===== config.mk =====
export PLATFORM = sky130hd
export DESIGN_NAME = velocity_command_watchdog_limiter_flat
export DESIGN_NICKNAME = d
export VERILOG_FILES = /design/src/rtl/core/vcwl_pkg.sv /design/src/rtl/core/vcwl_if.sv /design/src/rtl/core/vcwl_regs.sv /design/src/rtl/core/velocity_command_watchdog_limiter.sv /design/src/flat_wrapper.sv
export SDC_FILE = /design/constraint.sdc
export NUM_CORES = 1
export LEC_CHECK = 0
export ABC_AREA = 1
export BUFFER_PORTS_ARGS = -buffer_cell sky130_fd_sc_hd__buf_4
export CORE_MARGIN = 8
export CORE_UTILIZATION = 25
export CTS_CLUSTER_SIZE = 20
export DETAILED_ROUTE_END_ITERATION = 8
export SLEW_MARGIN = 20
export SYNTH_ARGS = -nofsm -noshare
export SYNTH_HDL_FRONTEND = slang
export SYNTH_SLANG_ARGS = --single-unit

===== constraint.sdc =====
create_clock -name clk -period 6.6 [get_ports clk]
set_input_delay 1.32 -clock clk [delete_from_list [all_inputs] [get_ports clk]]
set_output_delay 1.32 -clock clk [all_outputs]
set_load 0.02 [all_outputs]

===== src/rtl/core/vcwl_pkg.sv =====
// Package for the velocity command watchdog limiter.
// Holds the configuration and result types, action and register codes and reset values.
// No dependencies; used by the register file and the top level.
package vcwl_pkg;

  // Input item action codes.
  localparam logic [1:0] ACT_COMMAND = 2'd0;
  localparam logic [1:0] ACT_TICK    = 2'd1;
  localparam logic [1:0] ACT_START   = 2'd2;
  localparam logic [1:0] ACT_STOP    = 2'd3;

  // Request kinds on the output channel.
  localparam logic KIND_VELOCITY = 1'b0;
  localparam logic KIND_START    = 1'b1;

  // Register indexes (byte address is four times the index).
  localparam logic [2:0] REG_TIMEOUT   = 3'd0;
  localparam logic [2:0] REG_HOLD      = 3'd1;
  localparam logic [2:0] REG_LIMIT_X   = 3'd2;
  localparam logic [2:0] REG_LIMIT_Y   = 3'd3;
  localparam logic [2:0] REG_LIMIT_T   = 3'd4;
  localparam logic [2:0] REG_DB_LIN    = 3'd5;
  localparam logic [2:0] REG_DB_TURN   = 3'd6;
  localparam logic [2:0] REG_MODE      = 3'd7;

  localparam int unsigned ADDR_W = 5;

  // Reset values of the configuration registers.
  localparam logic [15:0] RST_TIMEOUT  = 16'd500;
  localparam logic [15:0] RST_HOLD     = 16'd600;
  localparam logic [14:0] RST_LIMIT_X  = 15'd2048;
  localparam logic [14:0] RST_LIMIT_Y  = 15'd1229;
  localparam logic [14:0] RST_LIMIT_T  = 15'd3277;
  localparam logic [14:0] RST_DB_LIN   = 15'd4;
  localparam logic [14:0] RST_DB_TURN  = 15'd4;
  localparam logic [1:0]  RST_MODE     = 2'd2;

  // Mode bit positions.
  localparam int unsigned MODE_AUTO_START = 0;
  localparam int unsigned MODE_EARLY_STOP = 1;

  typedef struct packed {
    logic [15:0] timeout_ms;
    logic [15:0] hold_duration_ms;
    logic [14:0] limit_x;
    logic [14:0] limit_y;
    logic [14:0] limit_turn;
    logic [14:0] deadband_lin;
    logic [14:0] deadband_turn;
    logic [1:0]  mode_bits;
  } cfg_t;

  typedef struct packed {
    logic               request_kind;
    logic signed [15:0] out_x;
    logic signed [15:0] out_y;
    logic signed [15:0] out_turn;
    logic [15:0]        out_duration_ms;
    logic               last_of_run;
  } result_t;

endpackage


===== src/rtl/core/vcwl_if.sv =====
// Channel interfaces for the velocity command watchdog limiter.
// vcwl_cmd_if carries input items, vcwl_req_if carries result items.
// No dependencies.
interface vcwl_cmd_if;
  logic               valid;
  logic               ready;
  logic [1:0]         action;
  logic [31:0]        stamp_ms;
  logic signed [15:0] cmd_x;
  logic signed [15:0] cmd_y;
  logic signed [15:0] cmd_turn;

  modport source (output valid, action, stamp_ms, cmd_x, cmd_y, cmd_turn, input ready);
  modport sink   (input valid, action, stamp_ms, cmd_x, cmd_y, cmd_turn, output ready);
endinterface

interface vcwl_req_if;
  logic               valid;
  logic               ready;
  logic               request_kind;
  logic signed [15:0] out_x;
  logic signed [15:0] out_y;
  logic signed [15:0] out_turn;
  logic [15:0]        out_duration_ms;
  logic               last_of_run;

  modport source (output valid, request_kind, out_x, out_y, out_turn, out_duration_ms,
                  last_of_run, input ready);
  modport sink   (input valid, request_kind, out_x, out_y, out_turn, out_duration_ms,
                  last_of_run, output ready);
endinterface


===== src/rtl/core/vcwl_regs.sv =====
// APB-style configuration register file for the watchdog limiter.
// Depends on vcwl_pkg for the register indexes, reset values and cfg_t.
module vcwl_regs (
  input  logic                        clk,
  input  logic                        rst,
  input  logic                        psel,
  input  logic                        penable,
  input  logic                        pwrite,
  input  logic [vcwl_pkg::ADDR_W-1:0] paddr,
  input  logic [31:0]                 pwdata,
  output logic [31:0]                 prdata,
  output logic                        pready,
  output vcwl_pkg::cfg_t              cfg
);

  logic          wr_en;
  logic [2:0]    index;

  assign pready = 1'b1;
  assign wr_en  = psel & penable & pwrite;
  assign index  = paddr[vcwl_pkg::ADDR_W-1:2];

  // Register writes on the access cycle.
  always_ff @(posedge clk) begin
    if (rst) begin
      cfg.timeout_ms       <= vcwl_pkg::RST_TIMEOUT;
      cfg.hold_duration_ms <= vcwl_pkg::RST_HOLD;
      cfg.limit_x          <= vcwl_pkg::RST_LIMIT_X;
      cfg.limit_y          <= vcwl_pkg::RST_LIMIT_Y;
      cfg.limit_turn       <= vcwl_pkg::RST_LIMIT_T;
      cfg.deadband_lin     <= vcwl_pkg::RST_DB_LIN;
      cfg.deadband_turn    <= vcwl_pkg::RST_DB_TURN;
      cfg.mode_bits        <= vcwl_pkg::RST_MODE;
    end else if (wr_en) begin
      unique case (index)
        vcwl_pkg::REG_TIMEOUT: cfg.timeout_ms       <= pwdata[15:0];
        vcwl_pkg::REG_HOLD:    cfg.hold_duration_ms <= pwdata[15:0];
        vcwl_pkg::REG_LIMIT_X: cfg.limit_x          <= pwdata[14:0];
        vcwl_pkg::REG_LIMIT_Y: cfg.limit_y          <= pwdata[14:0];
        vcwl_pkg::REG_LIMIT_T: cfg.limit_turn       <= pwdata[14:0];
        vcwl_pkg::REG_DB_LIN:  cfg.deadband_lin     <= pwdata[14:0];
        vcwl_pkg::REG_DB_TURN: cfg.deadband_turn    <= pwdata[14:0];
        vcwl_pkg::REG_MODE:    cfg.mode_bits        <= pwdata[1:0];
      endcase
    end
  end

  // Read mux, zero extended to the bus width.
  always_comb begin
    unique case (index)
      vcwl_pkg::REG_TIMEOUT: prdata = {16'd0, cfg.timeout_ms};
      vcwl_pkg::REG_HOLD:    prdata = {16'd0, cfg.hold_duration_ms};
      vcwl_pkg::REG_LIMIT_X: prdata = {17'd0, cfg.limit_x};
      vcwl_pkg::REG_LIMIT_Y: prdata = {17'd0, cfg.limit_y};
      vcwl_pkg::REG_LIMIT_T: prdata = {17'd0, cfg.limit_turn};
      vcwl_pkg::REG_DB_LIN:  prdata = {17'd0, cfg.deadband_lin};
      vcwl_pkg::REG_DB_TURN: prdata = {17'd0, cfg.deadband_turn};
      vcwl_pkg::REG_MODE:    prdata = {30'd0, cfg.mode_bits};
    endcase
  end

endmodule


===== src/rtl/core/velocity_command_watchdog_limiter.sv =====
// Top level of the velocity command watchdog limiter.
// Depends on vcwl_pkg, the channel interfaces in vcwl_if.sv and vcwl_regs.
//
//   channel | kind      | carries
//   --------+-----------+-------------------------------------------------
//   cmd     | sink      | commands, publish ticks, manual start and stop
//   req     | source    | velocity and start requests, last_of_run marked
//   apb     | APB slave | eight configuration registers at 4*index
//
// An accepted item is loaded into an input register, is processed from there
// and its results enter a three-entry result queue whose entry 0 drives req.
// One item can enter every cycle as long as the queue has room for two
// results; a tick that causes two results can therefore hold the input side
// until req takes a result.
// Reset is synchronous and clears the flags, the input valid bit and the queue count.
module velocity_command_watchdog_limiter (
  input  logic                        clk,
  input  logic                        rst,
  vcwl_cmd_if.sink                    cmd,
  vcwl_req_if.source                  req,
  input  logic                        psel,
  input  logic                        penable,
  input  logic                        pwrite,
  input  logic [vcwl_pkg::ADDR_W-1:0] paddr,
  input  logic [31:0]                 pwdata,
  output logic [31:0]                 prdata,
  output logic                        pready
);

  // Deadband then clamp of one axis.
  function automatic logic signed [15:0] shape_axis(input logic signed [15:0] v,
                                                    input logic [14:0] db,
                                                    input logic [14:0] lim);
    logic signed [16:0] v_ext;
    logic signed [16:0] lim_ext;
    logic signed [16:0] neg_lim;
    logic [16:0]        mag;
    logic signed [15:0] r;
    v_ext   = {v[15], v};
    lim_ext = {2'b00, lim};
    neg_lim = -lim_ext;
    mag     = v[15] ? 17'(-v_ext) : 17'(v_ext);
    if (mag < {2'b00, db}) begin
      r = 16'sd0;
    end else if (v_ext > lim_ext) begin
      r = {1'b0, lim};
    end else if (v_ext < neg_lim) begin
      r = neg_lim[15:0];
    end else begin
      r = v;
    end
    return r;
  endfunction

  vcwl_pkg::cfg_t cfg;

  vcwl_regs u_regs (
    .clk     (clk),
    .rst     (rst),
    .psel    (psel),
    .penable (penable),
    .pwrite  (pwrite),
    .paddr   (paddr),
    .pwdata  (pwdata),
    .prdata  (prdata),
    .pready  (pready),
    .cfg     (cfg)
  );

  // Input register.
  logic               in_valid;
  logic [1:0]         in_action;
  logic [31:0]        in_stamp;
  logic signed [15:0] in_x;
  logic signed [15:0] in_y;
  logic signed [15:0] in_turn;

  // Held command state.
  logic               have_command;
  logic               stop_done;
  logic               started;
  logic signed [15:0] held_x;
  logic signed [15:0] held_y;
  logic signed [15:0] held_turn;
  logic [31:0]        held_stamp;

  logic               have_command_next;
  logic               stop_done_next;
  logic               started_next;

  // Result queue, entry 0 drives req.
  vcwl_pkg::result_t  slot [3];
  vcwl_pkg::result_t  slot_next [3];
  logic [1:0]         cnt;
  logic [1:0]         cnt_next;
  logic [1:0]         base;
  logic               pop;
  logic               fire;

  vcwl_pkg::result_t  res0;
  vcwl_pkg::result_t  res1;
  vcwl_pkg::result_t  stop_res;
  vcwl_pkg::result_t  start_res;
  vcwl_pkg::result_t  vel_res;
  logic [1:0]         n_res;
  logic [31:0]        age;
  logic               live;
  logic               moving;

  // Queue occupancy after this cycle's pop decides whether the item runs.
  assign pop       = req.valid & req.ready;
  assign base      = cnt - {1'b0, pop};
  assign fire      = in_valid && (base <= 2'd1);
  assign cmd.ready = !in_valid || fire;

  assign req.valid           = (cnt != 2'd0);
  assign req.request_kind    = slot[0].request_kind;
  assign req.out_x           = slot[0].out_x;
  assign req.out_y           = slot[0].out_y;
  assign req.out_turn        = slot[0].out_turn;
  assign req.out_duration_ms = slot[0].out_duration_ms;
  assign req.last_of_run     = slot[0].last_of_run;

  // Input register load.
  always_ff @(posedge clk) begin
    if (rst) begin
      in_valid <= 1'b0;
    end else if (cmd.ready) begin
      in_valid <= cmd.valid;
    end
    if (cmd.ready && cmd.valid) begin
      in_action <= cmd.action;
      in_stamp  <= cmd.stamp_ms;
      in_x      <= cmd.cmd_x;
      in_y      <= cmd.cmd_y;
      in_turn   <= cmd.cmd_turn;
    end
  end

  // Decide the results of the item in the input register.
  always_comb begin
    stop_res.request_kind    = vcwl_pkg::KIND_VELOCITY;
    stop_res.out_x           = 16'sd0;
    stop_res.out_y           = 16'sd0;
    stop_res.out_turn        = 16'sd0;
    stop_res.out_duration_ms = cfg.hold_duration_ms;
    stop_res.last_of_run     = 1'b0;

    start_res                 = stop_res;
    start_res.request_kind    = vcwl_pkg::KIND_START;
    start_res.out_duration_ms = 16'd0;

    vel_res          = stop_res;
    vel_res.out_x    = held_x;
    vel_res.out_y    = held_y;
    vel_res.out_turn = held_turn;

    age    = in_stamp - held_stamp;
    live   = (age <= {16'd0, cfg.timeout_ms});
    moving = (held_x != 16'sd0) || (held_y != 16'sd0) || (held_turn != 16'sd0);

    res0              = stop_res;
    res1              = vel_res;
    n_res             = 2'd0;
    have_command_next = have_command;
    stop_done_next    = stop_done;
    started_next      = started;

    unique case (in_action)
      vcwl_pkg::ACT_COMMAND: begin
        have_command_next = 1'b1;
        stop_done_next    = 1'b0;
      end
      vcwl_pkg::ACT_TICK: begin
        if (!have_command) begin
          if (cfg.mode_bits[vcwl_pkg::MODE_EARLY_STOP] && !stop_done) begin
            n_res          = 2'd1;
            stop_done_next = 1'b1;
          end
        end else if (live) begin
          stop_done_next = 1'b0;
          if (cfg.mode_bits[vcwl_pkg::MODE_AUTO_START] && !started && moving) begin
            res0         = start_res;
            n_res        = 2'd2;
            started_next = 1'b1;
          end else begin
            res0  = vel_res;
            n_res = 2'd1;
          end
        end else if (!stop_done) begin
          n_res          = 2'd1;
          stop_done_next = 1'b1;
        end
      end
      vcwl_pkg::ACT_START: begin
        res0         = start_res;
        n_res        = 2'd1;
        started_next = 1'b1;
      end
      vcwl_pkg::ACT_STOP: begin
        n_res          = 2'd1;
        stop_done_next = 1'b1;
      end
    endcase

    res0.last_of_run = (n_res == 2'd1);
    res1.last_of_run = 1'b1;
  end

  // Queue update: shift out on pop, then append this item's results.
  always_comb begin
    slot_next = slot;
    if (pop) begin
      slot_next[0] = slot[1];
      slot_next[1] = slot[2];
    end
    if (fire) begin
      for (int j = 0; j < 3; j++) begin
        if ((2'(j) == base) && (n_res != 2'd0)) begin
          slot_next[j] = res0;
        end else if ((n_res == 2'd2) && (2'(j) == base + 2'd1)) begin
          slot_next[j] = res1;
        end
      end
    end
    cnt_next = base + (fire ? n_res : 2'd0);
  end

  // Queue and state registers.
  always_ff @(posedge clk) begin
    if (rst) begin
      cnt          <= 2'd0;
      have_command <= 1'b0;
      stop_done    <= 1'b0;
      started      <= 1'b0;
    end else begin
      cnt <= cnt_next;
      if (fire) begin
        have_command <= have_command_next;
        stop_done    <= stop_done_next;
        started      <= started_next;
      end
    end
    slot <= slot_next;
    if (fire && (in_action == vcwl_pkg::ACT_COMMAND)) begin
      held_x     <= shape_axis(in_x, cfg.deadband_lin, cfg.limit_x);
      held_y     <= shape_axis(in_y, cfg.deadband_lin, cfg.limit_y);
      held_turn  <= shape_axis(in_turn, cfg.deadband_turn, cfg.limit_turn);
      held_stamp <= in_stamp;
    end
  end

endmodule


===== src/flat_wrapper.sv =====
// flat-port wrapper written by rule: the top's interface ports become plain ports
module velocity_command_watchdog_limiter_flat 
  (clk, rst, psel, penable, pwrite, paddr, pwdata, prdata, pready, cmd_valid, cmd_action, cmd_stamp_ms, cmd_cmd_x, cmd_cmd_y, cmd_cmd_turn, cmd_ready, req_valid, req_request_kind, req_out_x, req_out_y, req_out_turn, req_out_duration_ms, req_last_of_run, req_ready);
  vcwl_cmd_if cmd_i ();
  vcwl_req_if req_i ();
  input  logic clk;
  input  logic rst;
  input  logic psel;
  input  logic penable;
  input  logic pwrite;
  input  logic [vcwl_pkg::ADDR_W-1:0] paddr;
  input  logic [31:0] pwdata;
  output logic [31:0] prdata;
  output logic pready;
  input wire logic [$bits(cmd_i.valid)-1:0] cmd_valid;
  input wire logic [$bits(cmd_i.action)-1:0] cmd_action;
  input wire logic [$bits(cmd_i.stamp_ms)-1:0] cmd_stamp_ms;
  input wire logic [$bits(cmd_i.cmd_x)-1:0] cmd_cmd_x;
  input wire logic [$bits(cmd_i.cmd_y)-1:0] cmd_cmd_y;
  input wire logic [$bits(cmd_i.cmd_turn)-1:0] cmd_cmd_turn;
  output wire logic [$bits(cmd_i.ready)-1:0] cmd_ready;
  output wire logic [$bits(req_i.valid)-1:0] req_valid;
  output wire logic [$bits(req_i.request_kind)-1:0] req_request_kind;
  output wire logic [$bits(req_i.out_x)-1:0] req_out_x;
  output wire logic [$bits(req_i.out_y)-1:0] req_out_y;
  output wire logic [$bits(req_i.out_turn)-1:0] req_out_turn;
  output wire logic [$bits(req_i.out_duration_ms)-1:0] req_out_duration_ms;
  output wire logic [$bits(req_i.last_of_run)-1:0] req_last_of_run;
  input wire logic [$bits(req_i.ready)-1:0] req_ready;
  assign cmd_i.valid = cmd_valid;
  assign cmd_i.action = cmd_action;
  assign cmd_i.stamp_ms = cmd_stamp_ms;
  assign cmd_i.cmd_x = cmd_cmd_x;
  assign cmd_i.cmd_y = cmd_cmd_y;
  assign cmd_i.cmd_turn = cmd_cmd_turn;
  assign cmd_ready = cmd_i.ready;
  assign req_valid = req_i.valid;
  assign req_request_kind = req_i.request_kind;
  assign req_out_x = req_i.out_x;
  assign req_out_y = req_i.out_y;
  assign req_out_turn = req_i.out_turn;
  assign req_out_duration_ms = req_i.out_duration_ms;
  assign req_last_of_run = req_i.last_of_run;
  assign req_i.ready = req_ready;
  velocity_command_watchdog_limiter u_core (.clk(clk), .rst(rst), .cmd(cmd_i), .req(req_i), .psel(psel), .penable(penable), .pwrite(pwrite), .paddr(paddr), .pwdata(pwdata), .prdata(prdata), .pready(pready));
endmodule

==> out/qor.csv <==
metric,value,unit
Least-Margin Pin Slew,1.131,ns
number of synthesized flops with an enable pin,228,
"Cell Area, Placed",34040,µm²
Placer Congestion,0.9199,
number of max-cap violations,0,
CTS tree,built,
vias in the first global route,27290,
cells after synthesis,4556,
routed vias,29710,
drc violations,0,
Crit Path Category,reg -> reg,
Post-CTS Setup Bufs,0,
Detailed Route Iter0 Violations,2657,
mapped cell area,31710,µm²
"Async S/R FF share, synth",0,
initial core utilization,0.2522,
endpoints failing hold,0,
drt wl/cell,17.48,µm
critical path arrival,5.87,ns
Crit-path slowest cell,a2111oi_0,
first-pass GRT wire length,164700,µm
Port Buffers,191,
CTS root buf,clkbuf_16,
max incr delay on CP,0.57,ns
critical path's most frequent cell,nand2_1,
synthesized flop and latch total,475,
minimum clock period,5.511,ns
TritonCTS Buffers,54,
FF+latch area,11790,µm²
Final Util,0.2859,
final setup fails,0,
# fillers,13700,
Setup Skew,0.06744,ns
num rows,130,
Syn. warnings,0,
area added between synthesis and finish,13.35,%
share of layout cells above drive strength 1,0.08218,
Floorplan Core Area,125700,µm²
final WL,109700,µm
Overflow after GRT,0,
CP Max Fanout,21,
Die W,372.1,µm
I/O pins,227,
chip height,372.1,µm
outcome,"finished, final reports clean",
die area,138500,µm²
nets,4888,
Peak VDD IR,0.2580,mV
worst hold slack,0.4324,ns
library cells used by synthesis,58,
hold_buf cts,0,
sum of negative setup slack,0,ns
pwr/cell area,333.5,nW/µm²
startpoint class of the critical path,flip-flop,
Leak Pwr,17.11,nW
Crit. End Element,flip-flop,
DRT Pass-1 Iters,6,
sequential cell area fraction in the yosys report,0.3719,
Multi-input gate area,16330,µm²
RSZ-0062 raised after global routing,false,
largest net degree at the start of global routing,91,
worst hold-check path type,reg -> reg,
CTS max path bufs,3,
initial antenna violation count,25,
Worst EP required,6.96,ns
Avg Inst Size Synth,6.960,µm²
Vias/cell,4.735,
Post-synth top flop,dfxtp_1,
DRT antenna net count,0,
CTS sink cnt,475,
clock-pin slew on the worst setup and hold paths,0.06,ns
final slew viol count,0,
Post-Layout Inst Area,35940,µm²
fmax,181.4,MHz
CP cell instances,inv_1 > ha_1 > nand2_1 > nor2_1 > nand3_1 > nor2_1 > nand2_1 > nor3_1 > nand3_1 > xor2_1 > ha_1 > nand2_1 > inv_1 > nor2_1 > nor2_1 > a2111oi_0 > o211ai_1 > or2_2 > nand2_1 > inv_1 > nand2_1 > o21ai_0 > o21ai_0,
Final Cycle Share,0.8351,
GRT Overall Usage,0.1522,
Post-DP HPWL,78480,µm
"Clk Latency, worst-skew pair",0.66,ns
H-tree depth,2,
CTS resizes,0,
Slew Limit Headroom,0.2462,
## per-layer routing
| layer | global-route usage | vias to the layer above | share of wire |
|---|---|---|---|
| met5 | 0 | - | 0.0015 |
| li1 | - | 14780 | - |
| met1 | 0.2051 | 13610 | 0.44 |
| met4 | 0.05559 | 24 | 0.036 |
| met2 | 0.2350 | 1091 | 0.43 |
| met3 | 0.03702 | 206 | 0.089 |
## Yosys cell counts (3+ instances only)
cell type / n / area [µm²]
nand2_1: 1600 / 6006
inv_1: 533 / 2001
nand3_1: 460 / 2302
dfxtp_1: 247 / 4945
o21ai_0: 238 / 1191
a21oi_1: 232 / 1161
edfxtp_1: 228 / 6847
ha_1: 195 / 2440
nor2_1: 158 / 593.1
clkbuf_1: 138 / 518.0
buf_4: 96 / 720.7
xor2_1: 65 / 569.3
nor3_1: 46 / 230.2
o211ai_1: 41 / 307.8
o22ai_1: 41 / 256.5
nand4_1: 37 / 231.5
buf_2: 22 / 110.1
inv_2: 22 / 82.58
buf_6: 18 / 202.7
xnor2_1: 13 / 113.9
o21ai_1: 11 / 55.05
buf_1: 10 / 37.54
clkinv_1: 9 / 33.78
nor4_1: 9 / 56.30
o31ai_1: 8 / 60.06
nand2_2: 7 / 43.79
nor2_2: 6 / 37.54
nand3_2: 5 / 50.05
o221ai_1: 5 / 43.79
or2_2: 5 / 31.28
and2_1: 4 / 25.02
o21a_1: 4 / 30.03
a211oi_1: 3 / 22.52
a221oi_1: 3 / 26.28
a31oi_1: 3 / 18.77
nand3b_1: 3 / 22.52
## through the flow
step,power [mW],std cells,setup WS (ns)
finish,11.99,6274,1.089
global route,12.90,6265,0.6741
CTS,12.06,6261,1.111
detailed placement,8.893,6159,1.130
global placement,8.823,6159,1.223
floorplan,7.643,4571,1.102
## report_power, final
| group | total, mW | internal (mW) | switching [mW] |
|---|---|---|---|
| clock network | 3.14 | 1.79 | 1.35 |
| logic | 4.89 | 1.62 | 3.27 |
| registers | 3.96 | 3.64 | 0.323 |
## registers in the layout, indices dropped and copies added, names as in the netlist, 32 cells and up
name / count
u_core.held_stamp: 32
u_core.in_stamp: 32
u_core.slot: 132
u_core.u_regs.cfg: 109
## final timing paths
| path | start | to | slack, ns | cells past startpoint |
|---|---|---|---|---|
| max | u_core.u_regs.cfg[63] | u_core.held_x[5] | 1.09 | 23 |
| min | u_core.in_stamp[13] | u_core.held_stamp[13] | 0.43 | 0 |
| max reg2reg | u_core.u_regs.cfg[63] | u_core.held_x[5] | 1.09 | 23 |
| min reg2reg | u_core.in_stamp[13] | u_core.held_stamp[13] | 0.43 | 0 |
## critical path: cells and delay by family, from the launching register on
kind,cells,cell delay [ns]
buffers and inverters,3,0.56
adders and majority gates,2,0.51
and+or+nand+nor,13,2.09
DFF,1,0.34
xor gates and xnor gates,1,0.25
AOI/OAI and AO/OA,4,1.45
## layout make-up
type                       instances  area share
tap                             1650     0.05744
antenna                           12   0.0008355
multi-input combinational       3247      0.4542
clock inverter                    26    0.007693
inverter                         564     0.05908
clock buffer                      76     0.04358
timing repair buffer             224     0.04908
sequential                       475      0.3281
## placed cells by master (no fill, tap or decap), types with 56 or more instances in the layout
master	synthesis	final
a21oi_1	232	231
nand2_1	1600	1598
buf_4	96	218
nor2_1	158	154
xor2_1	65	65
edfxtp_1	228	228
ha_1	195	195
dfxtp_1	247	247
nand3_1	460	459
clkbuf_16	0	56
inv_1	533	530
o21ai_0	238	238
## kinds of logic (layout without fill, tap and decap cells)
logic type,Yosys count,after routing,synth area share
flip-flops,475,475,0.3719
XOR/XNOR,78,78,0.02154
other,2,29,0.0002368
buffers and inverters,849,890,0.1170
adder cells (fa/ha/maj),196,196,0.07758
AO/OA/AOI/OAI,604,604,0.1042
AND/OR/NAND/NOR,2352,2352,0.3076
(Power assumes the default switching activity.)
